**config.mk**
```make
export PLATFORM = sky130hd
export DESIGN_NAME = alst_ctrl
export DESIGN_NICKNAME = d
export VERILOG_FILES = /design/src/sv/alst_pkg.sv /design/src/sv/alst_ctrl.sv
export SDC_FILE = /design/constraint.sdc
export NUM_CORES = 1
export LEC_CHECK = 0
export BUFFER_PORTS_ARGS = -buffer_cell sky130_fd_sc_hd__buf_2
export CELL_PAD_IN_SITES_DETAIL_PLACEMENT = 0
export CELL_PAD_IN_SITES_GLOBAL_PLACEMENT = 2
export CORE_AREA = 4 4 59 61
export DETAILED_ROUTE_END_ITERATION = 8
export DIE_AREA = 0 0 63 65
export PLACE_DENSITY = 0.78
export SLEW_MARGIN = 25
export SYNTH_ARGS = -nofsm -noshare
export SYNTH_HDL_FRONTEND = slang
export SYNTH_SLANG_ARGS = --single-unit
```
**constraint.sdc**
```tcl
create_clock -name clk -period 2 [get_ports clk]
set_input_delay 0.1 -clock clk [delete_from_list [all_inputs] [get_ports clk]]
set_output_delay 0.1 -clock clk [all_outputs]
set_load 0.05 [all_outputs]
```
**src/sv/alst_pkg.sv**
```systemverilog
// shared constants, codes and control structs for the array list unit
`default_nettype none

package alst_pkg;

    localparam int DEPTH = 64;
    localparam int IDX_W = $clog2(DEPTH);
    localparam int CNT_W = $clog2(DEPTH + 1);
    localparam int POS_W = 7;
    localparam int VAL_W = 32;
    localparam int REQ_W = 2;
    localparam int ST_W  = 2;

    localparam logic [REQ_W-1:0] REQ_INSERT = 2'd0;
    localparam logic [REQ_W-1:0] REQ_DELETE = 2'd1;
    localparam logic [REQ_W-1:0] REQ_SEARCH = 2'd2;

    localparam logic [ST_W-1:0] ST_OK        = 2'd0;
    localparam logic [ST_W-1:0] ST_NOT_FOUND = 2'd1;
    localparam logic [ST_W-1:0] ST_BAD_POS   = 2'd2;
    localparam logic [ST_W-1:0] ST_FULL      = 2'd3;

    // commands from controller to datapath
    typedef struct packed {
        logic do_insert;
        logic do_delete;
        logic load_match;
        logic pop_match;
    } alst_cmd_t;

    // status from datapath to controller
    typedef struct packed {
        logic [CNT_W-1:0] count;
        logic             full;
        logic             ins_pos_ok;
        logic             del_pos_ok;
        logic             match_any;
        logic             match_one;
        logic [IDX_W-1:0] match_first;
    } alst_stat_t;

    // one result for the output register
    typedef struct packed {
        logic             load;
        logic [ST_W-1:0]  status;
        logic [IDX_W-1:0] match_index;
        logic [CNT_W-1:0] entry_count;
        logic             last;
    } alst_res_t;

endpackage

`default_nettype wire

```
**src/sv/alst_ctrl.sv**
```systemverilog
// request decode and search drain state machine
`default_nettype none

module alst_ctrl
(
    input  wire logic                          clk,
    input  wire logic                          rst_n,
    input  wire logic                          req_valid,
    input  wire logic [alst_pkg::REQ_W-1:0]    req_type,
    input  wire logic                          out_free,
    input  wire alst_pkg::alst_stat_t          stat,
    output logic                               req_ready,
    output alst_pkg::alst_cmd_t                cmd,
    output alst_pkg::alst_res_t                res
);

    localparam logic S_IDLE = 1'b0;
    localparam logic S_SCAN = 1'b1;

    logic state_reg;
    logic state_next;
    logic req_take;

    assign req_ready = (state_reg == S_IDLE) && out_free;
    assign req_take  = req_valid && req_ready;

    always_comb
    begin
        state_next      = state_reg;
        cmd             = '0;
        res             = '0;
        res.entry_count = stat.count;
        res.last        = 1'b1;
        unique case (state_reg)
            S_IDLE:
            begin
                if (req_take)
                begin
                    unique case (req_type)
                        alst_pkg::REQ_INSERT:
                        begin
                            res.load = 1'b1;
                            if (stat.full)
                            begin
                                res.status = alst_pkg::ST_FULL;
                            end
                            else if (!stat.ins_pos_ok)
                            begin
                                res.status = alst_pkg::ST_BAD_POS;
                            end
                            else
                            begin
                                cmd.do_insert   = 1'b1;
                                res.status      = alst_pkg::ST_OK;
                                res.entry_count = stat.count + 1'b1;
                            end
                        end
                        alst_pkg::REQ_DELETE:
                        begin
                            res.load = 1'b1;
                            if (!stat.del_pos_ok)
                            begin
                                res.status = alst_pkg::ST_BAD_POS;
                            end
                            else
                            begin
                                cmd.do_delete   = 1'b1;
                                res.status      = alst_pkg::ST_OK;
                                res.entry_count = stat.count - 1'b1;
                            end
                        end
                        alst_pkg::REQ_SEARCH:
                        begin
                            cmd.load_match = 1'b1;
                            state_next     = S_SCAN;
                        end
                        default:
                        begin
                            res.load   = 1'b1;
                            res.status = alst_pkg::ST_BAD_POS;
                        end
                    endcase
                end
            end
            S_SCAN:
            begin
                if (out_free)
                begin
                    res.load = 1'b1;
                    if (!stat.match_any)
                    begin
                        res.status = alst_pkg::ST_NOT_FOUND;
                        state_next = S_IDLE;
                    end
                    else
                    begin
                        // one result per match, lowest index first
                        res.status      = alst_pkg::ST_OK;
                        res.match_index = stat.match_first;
                        res.last        = stat.match_one;
                        cmd.pop_match   = 1'b1;
                        if (stat.match_one)
                        begin
                            state_next = S_IDLE;
                        end
                    end
                end
            end
            default:
            begin
                state_next = S_IDLE;
            end
        endcase
    end

    always_ff @(posedge clk or negedge rst_n)
    begin
        if (!rst_n)
        begin
            state_reg <= S_IDLE;
        end
        else
        begin
            state_reg <= state_next;
        end
    end

endmodule

`default_nettype wire

```
==> impl_metrics.yaml <==
place:
  place_inst: 145
  place_ws_ps: 297
  gp_congestion: 0.789
  dp_hpwl_um: 1490
  port_buffers: 45
global_routing:
  grt_antenna_before_repair: 0
  grt_pass1_vias: 675
  grt.total_usage: 0.0782
  grt_max_degree: 9
  grt_overflow: 0
  grt_pass1_wl_um: 2780
synthesis:
  netlist_area_um2: 463
  synthCells: 70
  synth_nets: 96
  synth_fa_ha_area_frac: 0.0541
  synth_top_family_by_area: "simple AND/OR/NAND/NOR gates"
  synth_xor_area_frac: 0.114
  yosys.area_share.simple: 0.549
  ys_types: 35
  ys_seq_area_frac: 0.0541
  synth_area_leader_cell: "xnor2_1"
  synth.top_cells.by_area: "xnor2_1 (9.5%), and2_1 (8.1%), dfrtp_1 (5.4%)"
  yosys.area.top_type_share: 0.0946
  synth-compound-area-share: 0.170
  avgSynthCellArea_um2: 6.61
  yosys_register_bits: 1
  muxShareOfSynthArea: 0
  synth-warning-count: 0
critical_path:
  critPathBufInv: 1
  worst-path-max-fanout: 7
  cpPeakStageDelay_ps: 410
  cp-end-kind: "output port"
  slowest_stage: "dfrtp_1"
  cp_cell_sequence: "nand3b_1 > or2_2 > a21oi_1 > xor2_1 > buf_2"
  cp.arrival_ps: 1610
  critical-path-top-delay-family: "simple AND/OR/NAND/NOR gates"
  path_class: "flop to output port"
  startpoint_type: "flop"
  worst_ep_required_time_ps: 1900
worst_hold_path:
  hp-class: "input port to async pin"
sta:
  tns_ps: 0
  setup_slack_ps: 288
  setup_viol: 0
  relSlewSlack: 0.798
  period_share: 0.856
  final.setup_skew_ps: 0
  worstMarginPinSlew_ps: 302
  hold_viol: 0
  slew_viol_final: 0
  rsz0062_at_grt: "false"
  finalCriticalPeriod_ps: 1710
  fmax_mhz: 584
finish:
  layout_commonest_cell: "buf_2"
  drive_gt1_frac: 0.434
  layout.nets: 141
  antennaDiodeCount: 0
  largest_reg_flops: 1
  area_growth_pct: 57.0
  layout_common_cells: "buf_2 (45), nor2_1 (6), and2_1 (6), xnor2_1 (5)"
  finalNonFillerCells: 146
run:
  maxCapViolCount: 0
floorplanning:
  io_pins: 46
  dieArea_mm2: 0.00410
  die_y_um: 65
  fp-row-count: 20
  core_area_mm2: 0.00298
  die_w_um: 63
  start_util: 0.155
detailed_routing:
  detail_route.wl_per_cell_um: 11.5
  drtPass1Iterations: 4
  drt-total-wl_um: 1680
  postRouteAntennaNets: 0
  post-route-drc-count: 0
  viasPerCell: 4.38
  vias: 639
  drtIter0Drc: 14
power_and_ir_drop:
  p_leak_nw: 0.369
  vdd_ir_drop_max_mv: 0.0779
  power_density_mw_per_mm2: 267
clock_tree:
  cts_hold_buffers: 1
  post-cts-setup-buffer-count: 0
  cts_resized: 0
  clkTransAtPathRegs_ps: 0
  clk_latency_ps: 0
run_status:
  outcome: "finished, final reports clean"
## stage by stage
stage          cell area, um^2  utilization  hold slack (ps)  total power (W)
3_3_place_gp               717        0.241             -123         0.000193
3_5_place_dp               717        0.241             -122         0.000193
4_1_cts                    727        0.244              414         0.000195
6_report                   727        0.244              411         0.000194
2_1_floorplan              463            -             -196         0.000136
5_1_grt                    727        0.244              428         0.000208
## final cells by class
| class | instances | area (um^2) |
|---|---|---|
| Timing Repair Buffer | 46 | 235 |
| Fill cell | 343 | 2250 |
| Tap cell | 33 | 41.3 |
| Multi-Input combinational cell | 62 | 410 |
| Sequential cell | 1 | 25.0 |
| Inverter | 4 | 15.0 |
## power breakdown
group / leakage, nW / total, W / internal [W] / switching, W
Combinational: 0.355 / 0.000169 / 0.0000534 / 0.000116
Sequential: 0.0134 / 0.0000247 / 0.0000222 / 0.00000249
Clock: 0 / 0 / 0 / 0
Total: 0.369 / 0.000194 / 0.0000756 / 0.000118
## routing by layer
layer / vias up / share of wire / track usage
met3: 2 / 0.054 / 0.0121
met4: 0 / 0.0095 / 0.0110
met5: - / 0 / 0
li1: 334 / - / -
met1: 286 / 0.42 / 0.0932
met2: 17 / 0.52 / 0.149
## cells in the mapped netlist
master	count
a21oi_1	3
inv_1	4
nand4bb_1	1
and2b_1	1
nor4_2	1
nor2b_1	3
nand2_1	4
o21ai_0	4
or2_2	1
nand3b_1	2
and2_1	6
xnor2_1	5
nor2_1	6
a211o_1	1
xor2_1	1
nor4_1	2
nor3_1	2
nand2b_1	2
nor3b_1	1
a22oi_1	1
nor3_2	1
o21ai_1	1
a21o_1	1
or3b_1	1
and3_1	1
a21oi_2	1
nand3_1	3
buf_2	1
o22ai_1	1
nor4b_1	1
ha_1	2
clkbuf_1	2
nand4b_1	1
dfrtp_1	1
or4_1	1
## cell families after synthesis
family                   after synthesis
flip-flops                             1
XOR/XNOR                               6
buffers and inverters                  7
AND/OR/NAND/NOR                       41
adder cells (fa/ha/maj)                2
AO/OA/AOI/OAI                         13
## path summary, 6_finish.rpt
check | start | to | slack (ps) | cells past startpoint
setup / recovery | state_reg | res[3] | 290 | 5
hold / removal | rst_n | state_reg | 410 | 2
setup reg to reg | state_reg | state_reg | 1000 | 3
hold reg to reg | state_reg | state_reg | 580 | 1
max in group asynchronous | rst_n | state_reg | 1500 | 2
min in group clk | out_free | state_reg | 460 | 3
## worst reg2reg max path, delay by kind of cell (launching register included)
| family | cells | cell delay, ps |
|---|---|---|
| simple gates | 2 | 430 |
| flops | 1 | 410 |
| compound gates | 1 | 100 |
No activity file was read; power rests on OpenSTA's default activity.
